## src/fcu_pkg.sv

```systemverilog
package fcu_pkg;

	localparam int PITCH_LIMIT  = 22784;
	localparam int YAW_FULL     = 92160;
	localparam int YAW_HALF     = 46080;
	localparam int YAW_QUARTER  = 23040;
	localparam int CORDIC_STEPS = 16;
	localparam int CORDIC_GAIN  = 652032874;
	localparam int DIR_ONE      = 16384;

	typedef enum logic [2:0] {
		CFG_MOVE_SPEED = 3'd0,
		CFG_TURN_SPEED = 3'd1,
		CFG_UP_X       = 3'd2,
		CFG_UP_Y       = 3'd3,
		CFG_UP_Z       = 3'd4
	} cfg_index_t;

	typedef struct packed {
		logic fwd;
		logic bwd;
		logic left;
		logic right;
		logic pitch_up;
		logic pitch_down;
		logic yaw_left;
		logic yaw_right;
	} keys_t;

	typedef struct packed {
		logic [15:0]        move_speed;
		logic [15:0]        turn_speed;
		logic signed [15:0] up_x;
		logic signed [15:0] up_y;
		logic signed [15:0] up_z;
	} cfg_t;

	typedef struct packed {
		logic signed [31:0] pos_x;
		logic signed [31:0] pos_y;
		logic signed [31:0] pos_z;
		logic signed [15:0] dir_x;
		logic signed [15:0] dir_y;
		logic signed [15:0] dir_z;
		logic signed [15:0] pitch_deg;
		logic [16:0]        yaw_deg;
	} result_t;

	function automatic logic signed [25:0] atan_q16deg(input logic [3:0] idx);
		logic signed [25:0] a;
		case (idx)
			4'd0:    a = 26'sd2949120;
			4'd1:    a = 26'sd1740967;
			4'd2:    a = 26'sd919879;
			4'd3:    a = 26'sd466945;
			4'd4:    a = 26'sd234379;
			4'd5:    a = 26'sd117305;
			4'd6:    a = 26'sd58666;
			4'd7:    a = 26'sd29335;
			4'd8:    a = 26'sd14668;
			4'd9:    a = 26'sd7334;
			4'd10:   a = 26'sd3667;
			4'd11:   a = 26'sd1833;
			4'd12:   a = 26'sd917;
			4'd13:   a = 26'sd458;
			4'd14:   a = 26'sd229;
			4'd15:   a = 26'sd115;
			default: a = 26'sd0;
		endcase
		return a;
	endfunction

endpackage

```

## src/fcu_ifs.sv

```systemverilog
interface fcu_cmd_if;
	logic        valid;
	logic        ready;
	logic        key_forward;
	logic        key_backward;
	logic        key_left;
	logic        key_right;
	logic        key_pitch_up;
	logic        key_pitch_down;
	logic        key_yaw_left;
	logic        key_yaw_right;
	logic [15:0] frame_time;

	modport source(output valid, key_forward, key_backward, key_left, key_right,
		key_pitch_up, key_pitch_down, key_yaw_left, key_yaw_right, frame_time,
		input ready);
	modport sink(input valid, key_forward, key_backward, key_left, key_right,
		key_pitch_up, key_pitch_down, key_yaw_left, key_yaw_right, frame_time,
		output ready);
endinterface

interface fcu_res_if;
	logic               valid;
	logic               ready;
	logic signed [31:0] pos_x;
	logic signed [31:0] pos_y;
	logic signed [31:0] pos_z;
	logic signed [15:0] dir_x;
	logic signed [15:0] dir_y;
	logic signed [15:0] dir_z;
	logic signed [15:0] pitch_deg;
	logic [16:0]        yaw_deg;

	modport source(output valid, pos_x, pos_y, pos_z, dir_x, dir_y, dir_z,
		pitch_deg, yaw_deg, input ready);
	modport sink(input valid, pos_x, pos_y, pos_z, dir_x, dir_y, dir_z,
		pitch_deg, yaw_deg, output ready);
endinterface

interface fcu_cfg_if;
	logic        valid;
	logic        ready;
	logic [2:0]  index;
	logic [15:0] data;

	modport source(output valid, index, data, input ready);
	modport sink(input valid, index, data, output ready);
endinterface

```

## src/fcu_cordic.sv

```systemverilog
module fcu_cordic
	import fcu_pkg::*;
(
	input  logic               clk,
	input  logic               arst_n,
	input  logic               start,
	input  logic signed [17:0] ang,
	output logic               done,
	output logic signed [16:0] cos_o,
	output logic signed [16:0] sin_o
);

	logic               busy_q;
	logic               done_q;
	logic               neg_q;
	logic [3:0]         cnt_q;
	logic signed [33:0] x_q;
	logic signed [33:0] y_q;
	logic signed [25:0] z_q;
	logic signed [17:0] ang_f;
	logic               neg_f;
	logic signed [33:0] xs;
	logic signed [33:0] ys;
	logic signed [33:0] xr;
	logic signed [33:0] yr;

	always_comb begin
		ang_f = ang;
		neg_f = 1'b0;
		if (ang > 18'(YAW_QUARTER)) begin
			ang_f = ang - 18'(YAW_HALF);
			neg_f = 1'b1;
		end else if (ang < -18'sd23040) begin
			ang_f = ang + 18'(YAW_HALF);
			neg_f = 1'b1;
		end
	end

	assign xs = x_q >>> cnt_q;
	assign ys = y_q >>> cnt_q;

	always_ff @(posedge clk or negedge arst_n) begin
		if (!arst_n) begin
			busy_q <= 1'b0;
			done_q <= 1'b0;
			cnt_q  <= '0;
		end else begin
			done_q <= 1'b0;
			if (start) begin
				busy_q <= 1'b1;
				cnt_q  <= '0;
			end else if (busy_q) begin
				cnt_q <= cnt_q + 4'd1;
				if (cnt_q == 4'(CORDIC_STEPS - 1)) begin
					busy_q <= 1'b0;
					done_q <= 1'b1;
				end
			end
		end
	end

	always_ff @(posedge clk) begin
		if (start) begin
			x_q   <= 34'(CORDIC_GAIN);
			y_q   <= '0;
			z_q   <= 26'(ang_f) <<< 8;
			neg_q <= neg_f;
		end else if (busy_q) begin
			if (z_q >= 0) begin
				x_q <= x_q - ys;
				y_q <= y_q + xs;
				z_q <= z_q - atan_q16deg(cnt_q);
			end else begin
				x_q <= x_q + ys;
				y_q <= y_q - xs;
				z_q <= z_q + atan_q16deg(cnt_q);
			end
		end
	end

	assign xr = (x_q + 34'sd32768) >>> 16;
	assign yr = (y_q + 34'sd32768) >>> 16;
	assign cos_o = neg_q ? -xr[16:0] : xr[16:0];
	assign sin_o = neg_q ? -yr[16:0] : yr[16:0];
	assign done  = done_q;

endmodule

```

## src/fcu_sqdiv.sv

```systemverilog
module fcu_sqdiv
	import fcu_pkg::*;
(
	input  logic        clk,
	input  logic        arst_n,
	input  logic        start,
	input  logic        div_mode,
	input  logic [31:0] arg,
	input  logic [15:0] den,
	output logic        done,
	output logic [15:0] root,
	output logic [14:0] quot,
	output logic        ovf
);

	logic        busy_q;
	logic        done_q;
	logic        mode_q;
	logic [3:0]  cnt_q;
	logic [31:0] acc_q;
	logic [31:0] r_q;
	logic [31:0] bit_q;
	logic [14:0] q_q;
	logic [15:0] den_q;
	logic        ovf_q;
	logic [31:0] lhs;
	logic [31:0] rhs;
	logic [32:0] diff;
	logic        ge;
	logic        last;

	always_comb begin
		if (mode_q) begin
			lhs = {acc_q[30:0], r_q[14]};
			rhs = 32'(den_q);
		end else begin
			lhs = acc_q;
			rhs = r_q + bit_q;
		end
		diff = {1'b0, lhs} - {1'b0, rhs};
		ge   = !diff[32];
		last = mode_q ? (cnt_q == 4'd14) : (cnt_q == 4'd15);
	end

	always_ff @(posedge clk or negedge arst_n) begin
		if (!arst_n) begin
			busy_q <= 1'b0;
			done_q <= 1'b0;
			cnt_q  <= '0;
		end else begin
			done_q <= 1'b0;
			if (start) begin
				busy_q <= 1'b1;
				cnt_q  <= '0;
			end else if (busy_q) begin
				cnt_q <= cnt_q + 4'd1;
				if (last) begin
					busy_q <= 1'b0;
					done_q <= 1'b1;
				end
			end
		end
	end

	always_ff @(posedge clk) begin
		if (start) begin
			mode_q <= div_mode;
			den_q  <= den;
			q_q    <= '0;
			bit_q  <= 32'h4000_0000;
			ovf_q  <= arg >= {1'b0, den, 15'b0};
			if (div_mode) begin
				acc_q <= 32'(arg[31:15]);
				r_q   <= 32'(arg[14:0]);
			end else begin
				acc_q <= arg;
				r_q   <= '0;
			end
		end else if (busy_q) begin
			if (mode_q) begin
				acc_q <= ge ? diff[31:0] : lhs;
				q_q   <= {q_q[13:0], ge};
				r_q   <= {r_q[30:0], 1'b0};
			end else begin
				if (ge) begin
					acc_q <= diff[31:0];
					r_q   <= (r_q >> 1) + bit_q;
				end else begin
					r_q <= r_q >> 1;
				end
				bit_q <= bit_q >> 2;
			end
		end
	end

	assign done = done_q;
	assign root = r_q[15:0];
	assign quot = q_q;
	assign ovf  = ovf_q;

endmodule

```

## src/fcu_core.sv

```systemverilog
module fcu_core
	import fcu_pkg::*;
(
	input  logic        clk,
	input  logic        arst_n,
	input  cfg_t        cfg_v,
	input  logic        start,
	input  keys_t       keys,
	input  logic [15:0] frame_time,
	output logic        idle,
	output logic        res_valid,
	input  logic        res_ready,
	output result_t     res_v
);

	typedef enum logic [4:0] {
		S_IDLE, S_SCALE, S_TURN, S_CROSS, S_CROSS_END, S_DV, S_DC, S_DCW, S_APPLY,
		S_ANGLE, S_CP_START, S_CP_WAIT, S_CY_START, S_CY_WAIT, S_F0, S_F2, S_F2W,
		S_SQ, S_SQRT_START, S_SQRT_WAIT, S_DIV_START, S_DIV_WAIT, S_DONE
	} state_t;

	state_t             state_q;
	keys_t              keys_q;
	logic [15:0]        ft_q;
	logic [31:0]        s_q;
	logic [16:0]        turn_q;
	logic [2:0]         cnt_q;
	logic [1:0]         k_q;
	logic signed [33:0] t_q;
	logic signed [21:0] c_q [3];
	logic signed [33:0] dv_q;
	logic signed [33:0] dc_q;
	logic signed [31:0] pos_q [3];
	logic signed [15:0] view_q [3];
	logic signed [15:0] pitch_q;
	logic [16:0]        yaw_q;
	logic signed [16:0] cp_q;
	logic signed [16:0] sp_q;
	logic signed [16:0] cy_q;
	logic signed [16:0] sy_q;
	logic signed [16:0] f_q [3];
	logic [31:0]        acc_q;
	logic [15:0]        len_q;
	logic signed [55:0] prod_s1;

	logic signed [33:0] ma;
	logic signed [21:0] mb;
	logic signed [15:0] up_sel [3];
	logic signed [34:0] step;
	logic               step_en;
	logic signed [34:0] pos_sum;
	logic signed [31:0] pos_sat;
	logic signed [19:0] p_n;
	logic signed [19:0] p_c;
	logic signed [19:0] y_n;
	logic signed [19:0] y_w;
	logic signed [18:0] yw;
	logic               cor_start;
	logic signed [17:0] cor_ang;
	logic               cor_done;
	logic signed [16:0] cor_cos;
	logic signed [16:0] cor_sin;
	logic               sd_start;
	logic               sd_div;
	logic [31:0]        sd_arg;
	logic               sd_done;
	logic [15:0]        sd_root;
	logic [14:0]        sd_quot;
	logic               sd_ovf;
	logic [16:0]        f_mag;
	logic [14:0]        q_clamp;
	logic signed [15:0] dir_new;
	logic               any_turn;

	function automatic logic signed [33:0] rnd_n(input logic signed [55:0] v,
		input logic [4:0] n);
		logic signed [55:0] t;
		t = v + (56'sd1 <<< (n - 5'd1));
		return 34'(t >>> n);
	endfunction

	assign up_sel[0] = cfg_v.up_x;
	assign up_sel[1] = cfg_v.up_y;
	assign up_sel[2] = cfg_v.up_z;
	assign any_turn = keys_q.pitch_up | keys_q.pitch_down | keys_q.yaw_left
		| keys_q.yaw_right;

	always_comb begin
		ma = '0;
		mb = '0;
		case (state_q)
			S_SCALE: begin
				ma = 34'(cfg_v.move_speed);
				mb = 22'(ft_q);
			end
			S_TURN: begin
				ma = 34'(cfg_v.turn_speed);
				mb = 22'(ft_q);
			end
			S_CROSS: begin
				case (cnt_q)
					3'd0: begin ma = 34'(view_q[1]); mb = 22'(up_sel[2]); end
					3'd1: begin ma = 34'(view_q[2]); mb = 22'(up_sel[1]); end
					3'd2: begin ma = 34'(view_q[2]); mb = 22'(up_sel[0]); end
					3'd3: begin ma = 34'(view_q[0]); mb = 22'(up_sel[2]); end
					3'd4: begin ma = 34'(view_q[0]); mb = 22'(up_sel[1]); end
					3'd5: begin ma = 34'(view_q[1]); mb = 22'(up_sel[0]); end
					default: begin ma = '0; mb = '0; end
				endcase
			end
			S_DV: begin
				ma = 34'(s_q);
				mb = 22'(view_q[k_q]);
			end
			S_DC: begin
				ma = 34'(s_q);
				mb = c_q[k_q];
			end
			S_F0: begin
				ma = 34'(cy_q);
				mb = 22'(cp_q);
			end
			S_F2: begin
				ma = 34'(sy_q);
				mb = 22'(cp_q);
			end
			S_SQ: begin
				if (cnt_q < 3'd3) begin
					ma = 34'(f_q[cnt_q[1:0]]);
					mb = 22'(f_q[cnt_q[1:0]]);
				end
			end
			default: begin
				ma = '0;
				mb = '0;
			end
		endcase
	end

	always_ff @(posedge clk) begin
		prod_s1 <= 56'(ma) * 56'(mb);
	end

	always_comb begin
		step    = 35'(dv_q);
		step_en = 1'b0;
		case (cnt_q[1:0])
			2'd0: begin step = 35'(dv_q);  step_en = keys_q.fwd;   end
			2'd1: begin step = -35'(dv_q); step_en = keys_q.bwd;   end
			2'd2: begin step = -35'(dc_q); step_en = keys_q.left;  end
			2'd3: begin step = 35'(dc_q);  step_en = keys_q.right; end
			default: begin step = '0; step_en = 1'b0; end
		endcase
		pos_sum = 35'(pos_q[k_q]) + step;
		if (pos_sum > 35'sd2147483647) begin
			pos_sat = 32'sh7fff_ffff;
		end else if (pos_sum < -35'sd2147483648) begin
			pos_sat = 32'sh8000_0000;
		end else begin
			pos_sat = pos_sum[31:0];
		end
	end

	always_comb begin
		p_n = 20'(pitch_q);
		y_n = signed'(20'(yaw_q));
		if (keys_q.pitch_up)   p_n = p_n + signed'(20'(turn_q));
		if (keys_q.pitch_down) p_n = p_n - signed'(20'(turn_q));
		if (keys_q.yaw_left)   y_n = y_n + signed'(20'(turn_q));
		if (keys_q.yaw_right)  y_n = y_n - signed'(20'(turn_q));
		p_c = p_n;
		if (p_n > 20'(PITCH_LIMIT)) p_c = 20'(PITCH_LIMIT);
		if (p_n < -20'(PITCH_LIMIT)) p_c = -20'(PITCH_LIMIT);
		y_w = y_n;
		if (y_w < 0) y_w = y_w + 20'(YAW_FULL);
		if (y_w < 0) y_w = y_w + 20'(YAW_FULL);
		if (y_w >= 20'(YAW_FULL)) y_w = y_w - 20'(YAW_FULL);
		if (y_w >= 20'(YAW_FULL)) y_w = y_w - 20'(YAW_FULL);
	end

	always_comb begin
		yw = signed'(19'(yaw_q));
		if (yw > 19'(YAW_HALF)) yw = yw - 19'(YAW_FULL);
		cor_start = (state_q == S_CP_START) || (state_q == S_CY_START);
		cor_ang   = (state_q == S_CY_START) ? 18'(yw) : 18'(pitch_q);
		sd_start  = (state_q == S_SQRT_START) || (state_q == S_DIV_START);
		sd_div    = (state_q == S_DIV_START);
		f_mag     = f_q[k_q][16] ? 17'(-f_q[k_q]) : 17'(f_q[k_q]);
		sd_arg    = sd_div ? ({1'b0, f_mag, 14'b0} + 32'(len_q >> 1)) : acc_q;
		q_clamp   = sd_quot;
		if (sd_ovf || sd_quot > 15'(DIR_ONE)) q_clamp = 15'(DIR_ONE);
		dir_new   = f_q[k_q][16] ? -16'(q_clamp) : 16'(q_clamp);
	end

	fcu_cordic u_cordic (
		.clk    (clk),
		.arst_n (arst_n),
		.start  (cor_start),
		.ang    (cor_ang),
		.done   (cor_done),
		.cos_o  (cor_cos),
		.sin_o  (cor_sin)
	);

	fcu_sqdiv u_sqdiv (
		.clk      (clk),
		.arst_n   (arst_n),
		.start    (sd_start),
		.div_mode (sd_div),
		.arg      (sd_arg),
		.den      (len_q),
		.done     (sd_done),
		.root     (sd_root),
		.quot     (sd_quot),
		.ovf      (sd_ovf)
	);

	always_ff @(posedge clk or negedge arst_n) begin
		if (!arst_n) begin
			state_q   <= S_IDLE;
			cnt_q     <= '0;
			k_q       <= '0;
			pos_q[0]  <= '0;
			pos_q[1]  <= '0;
			pos_q[2]  <= '0;
			view_q[0] <= 16'(DIR_ONE);
			view_q[1] <= '0;
			view_q[2] <= '0;
			pitch_q   <= '0;
			yaw_q     <= '0;
		end else begin
			case (state_q)
				S_IDLE: begin
					if (start) state_q <= S_SCALE;
				end
				S_SCALE: state_q <= S_TURN;
				S_TURN: begin
					cnt_q   <= '0;
					state_q <= S_CROSS;
				end
				S_CROSS: begin
					cnt_q <= cnt_q + 3'd1;
					if (cnt_q == 3'd5) state_q <= S_CROSS_END;
				end
				S_CROSS_END: begin
					k_q     <= '0;
					state_q <= S_DV;
				end
				S_DV:  state_q <= S_DC;
				S_DC:  state_q <= S_DCW;
				S_DCW: begin
					cnt_q   <= '0;
					state_q <= S_APPLY;
				end
				S_APPLY: begin
					if (step_en) pos_q[k_q] <= pos_sat;
					cnt_q <= cnt_q + 3'd1;
					if (cnt_q == 3'd3) begin
						if (k_q == 2'd2) begin
							state_q <= any_turn ? S_ANGLE : S_DONE;
						end else begin
							k_q     <= k_q + 2'd1;
							state_q <= S_DV;
						end
					end
				end
				S_ANGLE: begin
					pitch_q <= p_c[15:0];
					yaw_q   <= y_w[16:0];
					state_q <= S_CP_START;
				end
				S_CP_START: state_q <= S_CP_WAIT;
				S_CP_WAIT: begin
					if (cor_done) state_q <= S_CY_START;
				end
				S_CY_START: state_q <= S_CY_WAIT;
				S_CY_WAIT: begin
					if (cor_done) state_q <= S_F0;
				end
				S_F0: state_q <= S_F2;
				S_F2: state_q <= S_F2W;
				S_F2W: begin
					cnt_q   <= '0;
					state_q <= S_SQ;
				end
				S_SQ: begin
					cnt_q <= cnt_q + 3'd1;
					if (cnt_q == 3'd3) state_q <= S_SQRT_START;
				end
				S_SQRT_START: state_q <= S_SQRT_WAIT;
				S_SQRT_WAIT: begin
					if (sd_done) begin
						k_q     <= '0;
						state_q <= (sd_root == '0) ? S_DONE : S_DIV_START;
					end
				end
				S_DIV_START: state_q <= S_DIV_WAIT;
				S_DIV_WAIT: begin
					if (sd_done) begin
						view_q[k_q] <= dir_new;
						if (k_q == 2'd2) begin
							state_q <= S_DONE;
						end else begin
							k_q     <= k_q + 2'd1;
							state_q <= S_DIV_START;
						end
					end
				end
				S_DONE: begin
					if (res_ready) state_q <= S_IDLE;
				end
				default: state_q <= S_IDLE;
			endcase
		end
	end

	always_ff @(posedge clk) begin
		case (state_q)
			S_IDLE: begin
				keys_q <= keys;
				ft_q   <= frame_time;
			end
			S_TURN: s_q <= prod_s1[31:0];
			S_CROSS: begin
				case (cnt_q)
					3'd0: begin
						t_q    <= rnd_n(prod_s1, 5'd16);
					end
					3'd1, 3'd3, 3'd5: t_q <= prod_s1[33:0];
					3'd2: c_q[0] <= 22'(rnd_n(56'(t_q) - prod_s1, 5'd14));
					3'd4: c_q[1] <= 22'(rnd_n(56'(t_q) - prod_s1, 5'd14));
					default: t_q <= t_q;
				endcase
				if (cnt_q == 3'd0) turn_q <= 17'(rnd_n(prod_s1, 5'd16));
			end
			S_CROSS_END: c_q[2] <= 22'(rnd_n(56'(t_q) - prod_s1, 5'd14));
			S_DCW: begin
				dc_q <= rnd_n(prod_s1, 5'd22);
			end
			S_DC: dv_q <= rnd_n(prod_s1, 5'd22);
			S_CP_WAIT: begin
				if (cor_done) begin
					cp_q <= cor_cos;
					sp_q <= cor_sin;
				end
			end
			S_CY_WAIT: begin
				if (cor_done) begin
					cy_q <= cor_cos;
					sy_q <= cor_sin;
				end
			end
			S_F2: f_q[0] <= 17'(rnd_n(prod_s1, 5'd14));
			S_F2W: begin
				f_q[1] <= sp_q;
				f_q[2] <= 17'(-rnd_n(prod_s1, 5'd14));
				acc_q  <= '0;
			end
			S_SQ: begin
				if (cnt_q != 3'd0) acc_q <= acc_q + prod_s1[31:0];
			end
			S_SQRT_WAIT: begin
				if (sd_done) len_q <= sd_root;
			end
			default: begin
				ft_q <= ft_q;
			end
		endcase
	end

	assign idle      = (state_q == S_IDLE);
	assign res_valid = (state_q == S_DONE);
	assign res_v     = '{pos_x: pos_q[0], pos_y: pos_q[1], pos_z: pos_q[2],
		dir_x: view_q[0], dir_y: view_q[1], dir_z: view_q[2],
		pitch_deg: pitch_q, yaw_deg: yaw_q};

	a_pitch_range: assert property (@(posedge clk) disable iff (!arst_n)
		pitch_q <= 16'(PITCH_LIMIT) && pitch_q >= -16'(PITCH_LIMIT))
		else $error("pitch out of range");
	a_yaw_range: assert property (@(posedge clk) disable iff (!arst_n)
		yaw_q < 17'(YAW_FULL))
		else $error("yaw not wrapped");
	a_dir_range: assert property (@(posedge clk) disable iff (!arst_n)
		view_q[0] <= 16'(DIR_ONE) && view_q[0] >= -16'(DIR_ONE)
		&& view_q[1] <= 16'(DIR_ONE) && view_q[1] >= -16'(DIR_ONE)
		&& view_q[2] <= 16'(DIR_ONE) && view_q[2] >= -16'(DIR_ONE))
		else $error("view direction out of range");
	a_done_release: assert property (@(posedge clk) disable iff (!arst_n)
		res_valid && res_ready |=> idle)
		else $error("result taken but sequencer not idle");

endmodule

```

## src/fly_camera_update.sv

```systemverilog
// One request at a time. A request without a rotation key runs the shared multiplier
// sequence only; one with a rotation key adds two 16-step CORDIC runs and the
// shift-subtract unit (one root, then three quotients unless the root is zero).
// The finished result waits in an output register while the next request is taken.
// Reset: position zero, view (1,0,0), pitch and yaw zero, registers to defaults.
module fly_camera_update
	import fcu_pkg::*;
(
	input logic         clk,
	input logic         arst_n,
	fcu_cmd_if.sink     cmd,
	fcu_res_if.source   res,
	fcu_cfg_if.sink     cfg
);

	cfg_t    cfg_q;
	keys_t   keys;
	logic    core_idle;
	logic    core_valid;
	logic    core_ready;
	result_t core_res;
	result_t res_q;
	logic    res_valid_q;

	always_ff @(posedge clk or negedge arst_n) begin
		if (!arst_n) begin
			cfg_q.move_speed <= 16'd640;
			cfg_q.turn_speed <= 16'd23040;
			cfg_q.up_x       <= '0;
			cfg_q.up_y       <= 16'sd16384;
			cfg_q.up_z       <= '0;
		end else if (cfg.valid) begin
			case (cfg.index)
				CFG_MOVE_SPEED: cfg_q.move_speed <= cfg.data;
				CFG_TURN_SPEED: cfg_q.turn_speed <= cfg.data;
				CFG_UP_X:       cfg_q.up_x       <= cfg.data;
				CFG_UP_Y:       cfg_q.up_y       <= cfg.data;
				CFG_UP_Z:       cfg_q.up_z       <= cfg.data;
				default:        cfg_q            <= cfg_q;
			endcase
		end
	end

	assign cfg.ready = 1'b1;

	assign keys = '{fwd: cmd.key_forward, bwd: cmd.key_backward, left: cmd.key_left,
		right: cmd.key_right, pitch_up: cmd.key_pitch_up,
		pitch_down: cmd.key_pitch_down, yaw_left: cmd.key_yaw_left,
		yaw_right: cmd.key_yaw_right};

	assign cmd.ready  = core_idle;
	assign core_ready = !res_valid_q || res.ready;

	fcu_core u_core (
		.clk        (clk),
		.arst_n     (arst_n),
		.cfg_v      (cfg_q),
		.start      (cmd.valid),
		.keys       (keys),
		.frame_time (cmd.frame_time),
		.idle       (core_idle),
		.res_valid  (core_valid),
		.res_ready  (core_ready),
		.res_v      (core_res)
	);

	always_ff @(posedge clk or negedge arst_n) begin
		if (!arst_n) begin
			res_valid_q <= 1'b0;
		end else if (core_valid && core_ready) begin
			res_valid_q <= 1'b1;
		end else if (res.ready) begin
			res_valid_q <= 1'b0;
		end
	end

	always_ff @(posedge clk) begin
		if (core_valid && core_ready) res_q <= core_res;
	end

	assign res.valid     = res_valid_q;
	assign res.pos_x     = res_q.pos_x;
	assign res.pos_y     = res_q.pos_y;
	assign res.pos_z     = res_q.pos_z;
	assign res.dir_x     = res_q.dir_x;
	assign res.dir_y     = res_q.dir_y;
	assign res.dir_z     = res_q.dir_z;
	assign res.pitch_deg = res_q.pitch_deg;
	assign res.yaw_deg   = res_q.yaw_deg;

endmodule
```

## src/flat_wrapper.sv

```systemverilog
// flat-port wrapper written by rule: the top's interface ports become plain ports
module fly_camera_update_flat import fcu_pkg::*;
  (clk, arst_n, cmd_valid, cmd_key_forward, cmd_key_backward, cmd_key_left, cmd_key_right, cmd_key_pitch_up, cmd_key_pitch_down, cmd_key_yaw_left, cmd_key_yaw_right, cmd_frame_time, cmd_ready, res_valid, res_pos_x, res_pos_y, res_pos_z, res_dir_x, res_dir_y, res_dir_z, res_pitch_deg, res_yaw_deg, res_ready, cfg_valid, cfg_index, cfg_data, cfg_ready);
  fcu_cmd_if cmd_i ();
  fcu_res_if res_i ();
  fcu_cfg_if cfg_i ();
  input logic clk;
  input logic arst_n;
  input wire logic [$bits(cmd_i.valid)-1:0] cmd_valid;
  input wire logic [$bits(cmd_i.key_forward)-1:0] cmd_key_forward;
  input wire logic [$bits(cmd_i.key_backward)-1:0] cmd_key_backward;
  input wire logic [$bits(cmd_i.key_left)-1:0] cmd_key_left;
  input wire logic [$bits(cmd_i.key_right)-1:0] cmd_key_right;
  input wire logic [$bits(cmd_i.key_pitch_up)-1:0] cmd_key_pitch_up;
  input wire logic [$bits(cmd_i.key_pitch_down)-1:0] cmd_key_pitch_down;
  input wire logic [$bits(cmd_i.key_yaw_left)-1:0] cmd_key_yaw_left;
  input wire logic [$bits(cmd_i.key_yaw_right)-1:0] cmd_key_yaw_right;
  input wire logic [$bits(cmd_i.frame_time)-1:0] cmd_frame_time;
  output wire logic [$bits(cmd_i.ready)-1:0] cmd_ready;
  output wire logic [$bits(res_i.valid)-1:0] res_valid;
  output wire logic [$bits(res_i.pos_x)-1:0] res_pos_x;
  output wire logic [$bits(res_i.pos_y)-1:0] res_pos_y;
  output wire logic [$bits(res_i.pos_z)-1:0] res_pos_z;
  output wire logic [$bits(res_i.dir_x)-1:0] res_dir_x;
  output wire logic [$bits(res_i.dir_y)-1:0] res_dir_y;
  output wire logic [$bits(res_i.dir_z)-1:0] res_dir_z;
  output wire logic [$bits(res_i.pitch_deg)-1:0] res_pitch_deg;
  output wire logic [$bits(res_i.yaw_deg)-1:0] res_yaw_deg;
  input wire logic [$bits(res_i.ready)-1:0] res_ready;
  input wire logic [$bits(cfg_i.valid)-1:0] cfg_valid;
  input wire logic [$bits(cfg_i.index)-1:0] cfg_index;
  input wire logic [$bits(cfg_i.data)-1:0] cfg_data;
  output wire logic [$bits(cfg_i.ready)-1:0] cfg_ready;
  assign cmd_i.valid = cmd_valid;
  assign cmd_i.key_forward = cmd_key_forward;
  assign cmd_i.key_backward = cmd_key_backward;
  assign cmd_i.key_left = cmd_key_left;
  assign cmd_i.key_right = cmd_key_right;
  assign cmd_i.key_pitch_up = cmd_key_pitch_up;
  assign cmd_i.key_pitch_down = cmd_key_pitch_down;
  assign cmd_i.key_yaw_left = cmd_key_yaw_left;
  assign cmd_i.key_yaw_right = cmd_key_yaw_right;
  assign cmd_i.frame_time = cmd_frame_time;
  assign cmd_ready = cmd_i.ready;
  assign res_valid = res_i.valid;
  assign res_pos_x = res_i.pos_x;
  assign res_pos_y = res_i.pos_y;
  assign res_pos_z = res_i.pos_z;
  assign res_dir_x = res_i.dir_x;
  assign res_dir_y = res_i.dir_y;
  assign res_dir_z = res_i.dir_z;
  assign res_pitch_deg = res_i.pitch_deg;
  assign res_yaw_deg = res_i.yaw_deg;
  assign res_i.ready = res_ready;
  assign cfg_i.valid = cfg_valid;
  assign cfg_i.index = cfg_index;
  assign cfg_i.data = cfg_data;
  assign cfg_ready = cfg_i.ready;
  fly_camera_update u_core (.clk(clk), .arst_n(arst_n), .cmd(cmd_i), .res(res_i), .cfg(cfg_i));
endmodule
```

## config.mk

```make
export PLATFORM = sky130hd
export DESIGN_NAME = fly_camera_update_flat
export DESIGN_NICKNAME = d
export VERILOG_FILES = /design/src/fcu_pkg.sv /design/src/fcu_ifs.sv /design/src/fcu_cordic.sv /design/src/fcu_sqdiv.sv /design/src/fcu_core.sv /design/src/fly_camera_update.sv /design/src/flat_wrapper.sv
export SDC_FILE = /design/constraint.sdc
export NUM_CORES = 2
export LEC_CHECK = 0
export BUFFER_PORTS_ARGS = -buffer_cell sky130_fd_sc_hd__buf_2
export CAP_MARGIN = 20
export CORE_ASPECT_RATIO = 0.75
export CORE_UTILIZATION = 45
export CTS_CLUSTER_SIZE = 8
export DETAILED_ROUTE_END_ITERATION = 7
export SETUP_SLACK_MARGIN = 0.05
export SYNTH_ARGS = -nofsm -noshare
export SYNTH_HDL_FRONTEND = slang
export SYNTH_SLANG_ARGS = --single-unit
```

## constraint.sdc

```tcl
create_clock -name clk -period 16.6 [get_ports clk]
set_input_delay 3.32 -clock clk [delete_from_list [all_inputs] [get_ports clk]]
set_output_delay 3.32 -clock clk [all_outputs]
set_load 0.02 [all_outputs]
```

==> flow_summary_export.csv <==
group,metric,value,unit
pwr,power_density,59.8,nW/um2
floorplan,die_x,538,um
status,violations,"design-rule violations",
synthesis,synth-simple-area-share,14.9,%
drt,dr.pass1.iters,8,
timing,skew,0.101,ns
timing,fmax,0.0795,GHz
drt,routed_wl,319000,um
clock_tree,post_cts_resized,0,
synthesis,syn_avg_cell_area,9.42,um2
synthesis,syn_area,96800,um2
setup_path,max_stage_delay,0.86,ns
global_route,antenna_found_initial,12,
setup_path,worstPathMaxFanout,38,
synthesis,yosysWarnings,0,
synthesis,synth_largest_area_cell,"edfxtp_1",
setup_path,regToRegEndpoint,"u_core.u_core.prod_s1[54]$_DFF_P_",
setup_path,path_class,"register to register",
clock_tree,clockBufferDepth,4,
setup_path,arrival,13.32,ns
synthesis,synth_top_flop_cell,"edfxtp_1",
setup_path,reg2reg_from,"u_core.u_core.cnt_q[1]$_DFFE_PN0P_",
synthesis,synth_top_family_by_area,"adder cells",
synthesis,synth_mux_area_share,5.63,%
timing,slew_violations,0,
timing,setup_viol,0,
floorplan,ios,228,
clock_tree,numClockSinks,1129,
drt,vias_per_cell,5.89,
synthesis,yosysTopAreaCellShare,21.3,%
floorplan,num_rows,147,
global_route,grt_pass1_wl,479000,um
synthesis,ys_ff_latch,1129,
timing,min_period,12.58,ns
job,cap_violations,0,
timing,setup-tns-final,0,ns
synthesis,async_reset_ff_share,24.8,%
floorplan,die_area,217000,um2
clock_tree,clk_pin_slew,0.06,ns
timing,hold_viol,0,
setup_path,cpMaxStageDelayCell,"ha_2",
worst_hold_path,hold_depth,0,
timing,rsz0062_at_grt,"false",
pwr,p_leak,0.0444,uW
setup_path,critPathMostFrequentCell,"fa_1",
floorplan,die_y,404,um
drt,num_vias,78500,
clock_tree,ctsHtreeMaxLevel,4,
synthesis,seq_area_frac_synth,31.9,%
setup_path,rr_worst_depth,35,
floorplan,core_area,214000,um2
cells_and_area,nets,11700,
synthesis,synth_compound_area_share,13.5,%
global_route,first_global_vias,76200,
worst_hold_path,holdPathEnd,"u_core.u_core.f_q[1][15]$_DFFE_PP_",
cells_and_area,instances_no_fill,13300,
clock_tree,post_cts_buffers,0,
synthesis,yosysUniqueCellTypes,112,
clock_tree,insertion_delay,0.85,ns
synthesis,yosys-top-cells-area,"edfxtp_1 (21%), fa_1 (15%), ha_1 (7.5%)",
drt,wire_per_inst,23.9,um
synthesis,synth_nets,11600,
place,place.gp.congestion,0.996,
timing,worst-slew-pin-transition,1.12,ns
synthesis,synth_edf_count,686,
timing,finalCritPeriodShare,75.8,%
drt,postRouteAntennaNets,0,
setup_path,startpoint_type,"register",
synthesis,synthCells,10300,
clock_tree,hold_buffers,0,
global_route,grt_max_degree,137,
timing,relSlewSlack,24.8,%
place,io_buffers,226,
cells_and_area,finish.utilization,49.6,%
worst_hold_path,hp-class,"register to register",
clock_tree,numCtsBuffers,169,
worst_hold_path,hp-start,"u_core.u_core.sp_q[15]$_DFFE_PP_",
setup_path,cp.required,17.34,ns
global_route,overflow,0,
floorplan,start_util,45.3,%
status,outcome,"finished, violations left",
cells_and_area,layout-area-overhead-vs-synth,9.65,%
global_route,grtUsageTotal,29.1,%
drt,drt_iter0_drc,8167,
cells_and_area,drive_above_1_share,9.26,%
clock_tree,root_buffer,"clkbuf_16",
place,dp.final_hpwl,245000,um
synthesis,synth_xor_area_share,5.71,%
clock_tree,cts_tree,"done",
drt,drc,5,
synthesis,synthAdderAreaFrac,22.7,%
pwr,peakVddDrop,0.0791,mV
setup_path,cp-end-kind,"register",
place,place_inst,13000,
setup_path,reg2reg_slack,4.02,ns
## cell type report
class	instances	area [um2]
repair buffers	383	2410
diodes	6	15.0
clock buffers	292	4810
flip-flops and latches	1129	30900
inverters	963	3610
multi-input cells	7713	60800
well taps	2831	3540
clock inverters	7	56.3
fillers	19900	108000
## synthesized netlist by cell type (all sizes together) (87+ instances only)
master and count:
nand2 1518, inv 958, nor2 761, fa 737, edfxtp 686, a21oi 627
ha 579, o21ai 523, xnor2 404, clkbuf 394, dfrtp 272, mux2i 231
xor2 226, nand3 168, dfxtp 163, mux2 162, nor3 132, nand2b 111
nor2b 110, a21o 108, and2 101, a31oi 87
## registers in the layout, summed over array words and instances (netlist names), 34 cells and up
signal and flops:
u_core.u_core.res_v 144, u_core.cfg_q 80, u_core.u_core.c_q 66, u_core.u_core.prod_s1 56, u_core.u_core.f_q 51, u_core.u_core.dc_q 34, u_core.u_core.dv_q 34, u_core.u_core.t_q 34
u_core.u_core.u_cordic.x_q 34, u_core.u_core.u_cordic.y_q 34
## critical path: cells and delay by family (launching register included)
family,cells,cell delay (ns)
and+or+nand+nor,4,0.65
buffers and inverters,6,0.80
adders and majority gates,9,4.80
AOI/OAI and AO/OA,15,5.59
xor gates and xnor gates,1,0.16
DFF,1,0.51
## how the worst max path moves through the flow
stage                                        endpoint  depth (start not counted)                                 start
floorplan           u_core.u_core.prod_s1[54]$_DFF_P_                         36  u_core.u_core.state_q[4]$_DFFE_PN0P_
global placement    u_core.u_core.prod_s1[54]$_DFF_P_                         35    u_core.u_core.cnt_q[1]$_DFFE_PN0P_
detailed placement  u_core.u_core.prod_s1[54]$_DFF_P_                         35    u_core.u_core.cnt_q[1]$_DFFE_PN0P_
CTS                 u_core.u_core.prod_s1[54]$_DFF_P_                         35    u_core.u_core.cnt_q[1]$_DFFE_PN0P_
global route        u_core.u_core.prod_s1[54]$_DFF_P_                         35    u_core.u_core.cnt_q[1]$_DFFE_PN0P_
finish              u_core.u_core.prod_s1[54]$_DFF_P_                         35    u_core.u_core.cnt_q[1]$_DFFE_PN0P_
## where the power goes
| group | switching, uW | internal (uW) | total, uW |
|---|---|---|---|
| logic | 39.3 | 43.6 | 82.9 |
| clock network | 1300 | 1940 | 3240 |
| registers | 27.8 | 3000 | 3030 |
## through the flow
step	instance area (um2)	setup WS [ns]	power (uW)	hold WS (ns)
floorplan	96800	5.97	3120	0.400
global placement	101000	4.49	3160	0.410
detailed placement	101000	4.33	3160	0.410
CTS	106000	4.37	6400	0.419
global route	106000	3.44	6520	0.434
finish	106000	4.02	6350	0.421
## logic make-up after synthesis
group | count (synthesis)
flops | 1129
simple gates | 3247
fa+ha+maj | 1316
other cells | 1
compound gates | 2068
xor+xnor | 630
mux | 451
buf+inv | 1438
## metal layers
| layer | GRT usage, % | up-vias | share of wire (%) |
|---|---|---|---|
| met5 | 0 | - | 0.012 |
| met4 | 7.33 | 6 | 2.6 |
| met3 | 6.73 | 461 | 10 |
| met2 | 41.7 | 3602 | 41 |
| met1 | 43.7 | 38900 | 46 |
| li1 | - | 35600 | - |
## layout by cell type (no fill, tap or decap), types with 63 or more instances in the layout
cell / instances
ha_1: 577
a21o_1: 108
nor2_1: 747
nor3_1: 123
edfxtp_1: 686
dfxtp_1: 163
buf_2: 226
nand2_1: 1515
xor2_1: 226
a21oi_1: 623
and3_1: 84
o21ai_0: 500
fa_1: 737
mux2_2: 161
or3_1: 63
nand3_1: 168
a31oi_1: 86
mux2i_1: 231
clkbuf_1: 116
nor2b_1: 110
xnor2_1: 403
buf_4: 149
inv_1: 955
dfrtp_1: 265
clkbuf_16: 173
and2_1: 100
nand2b_1: 111
(Power assumes the default switching activity.)
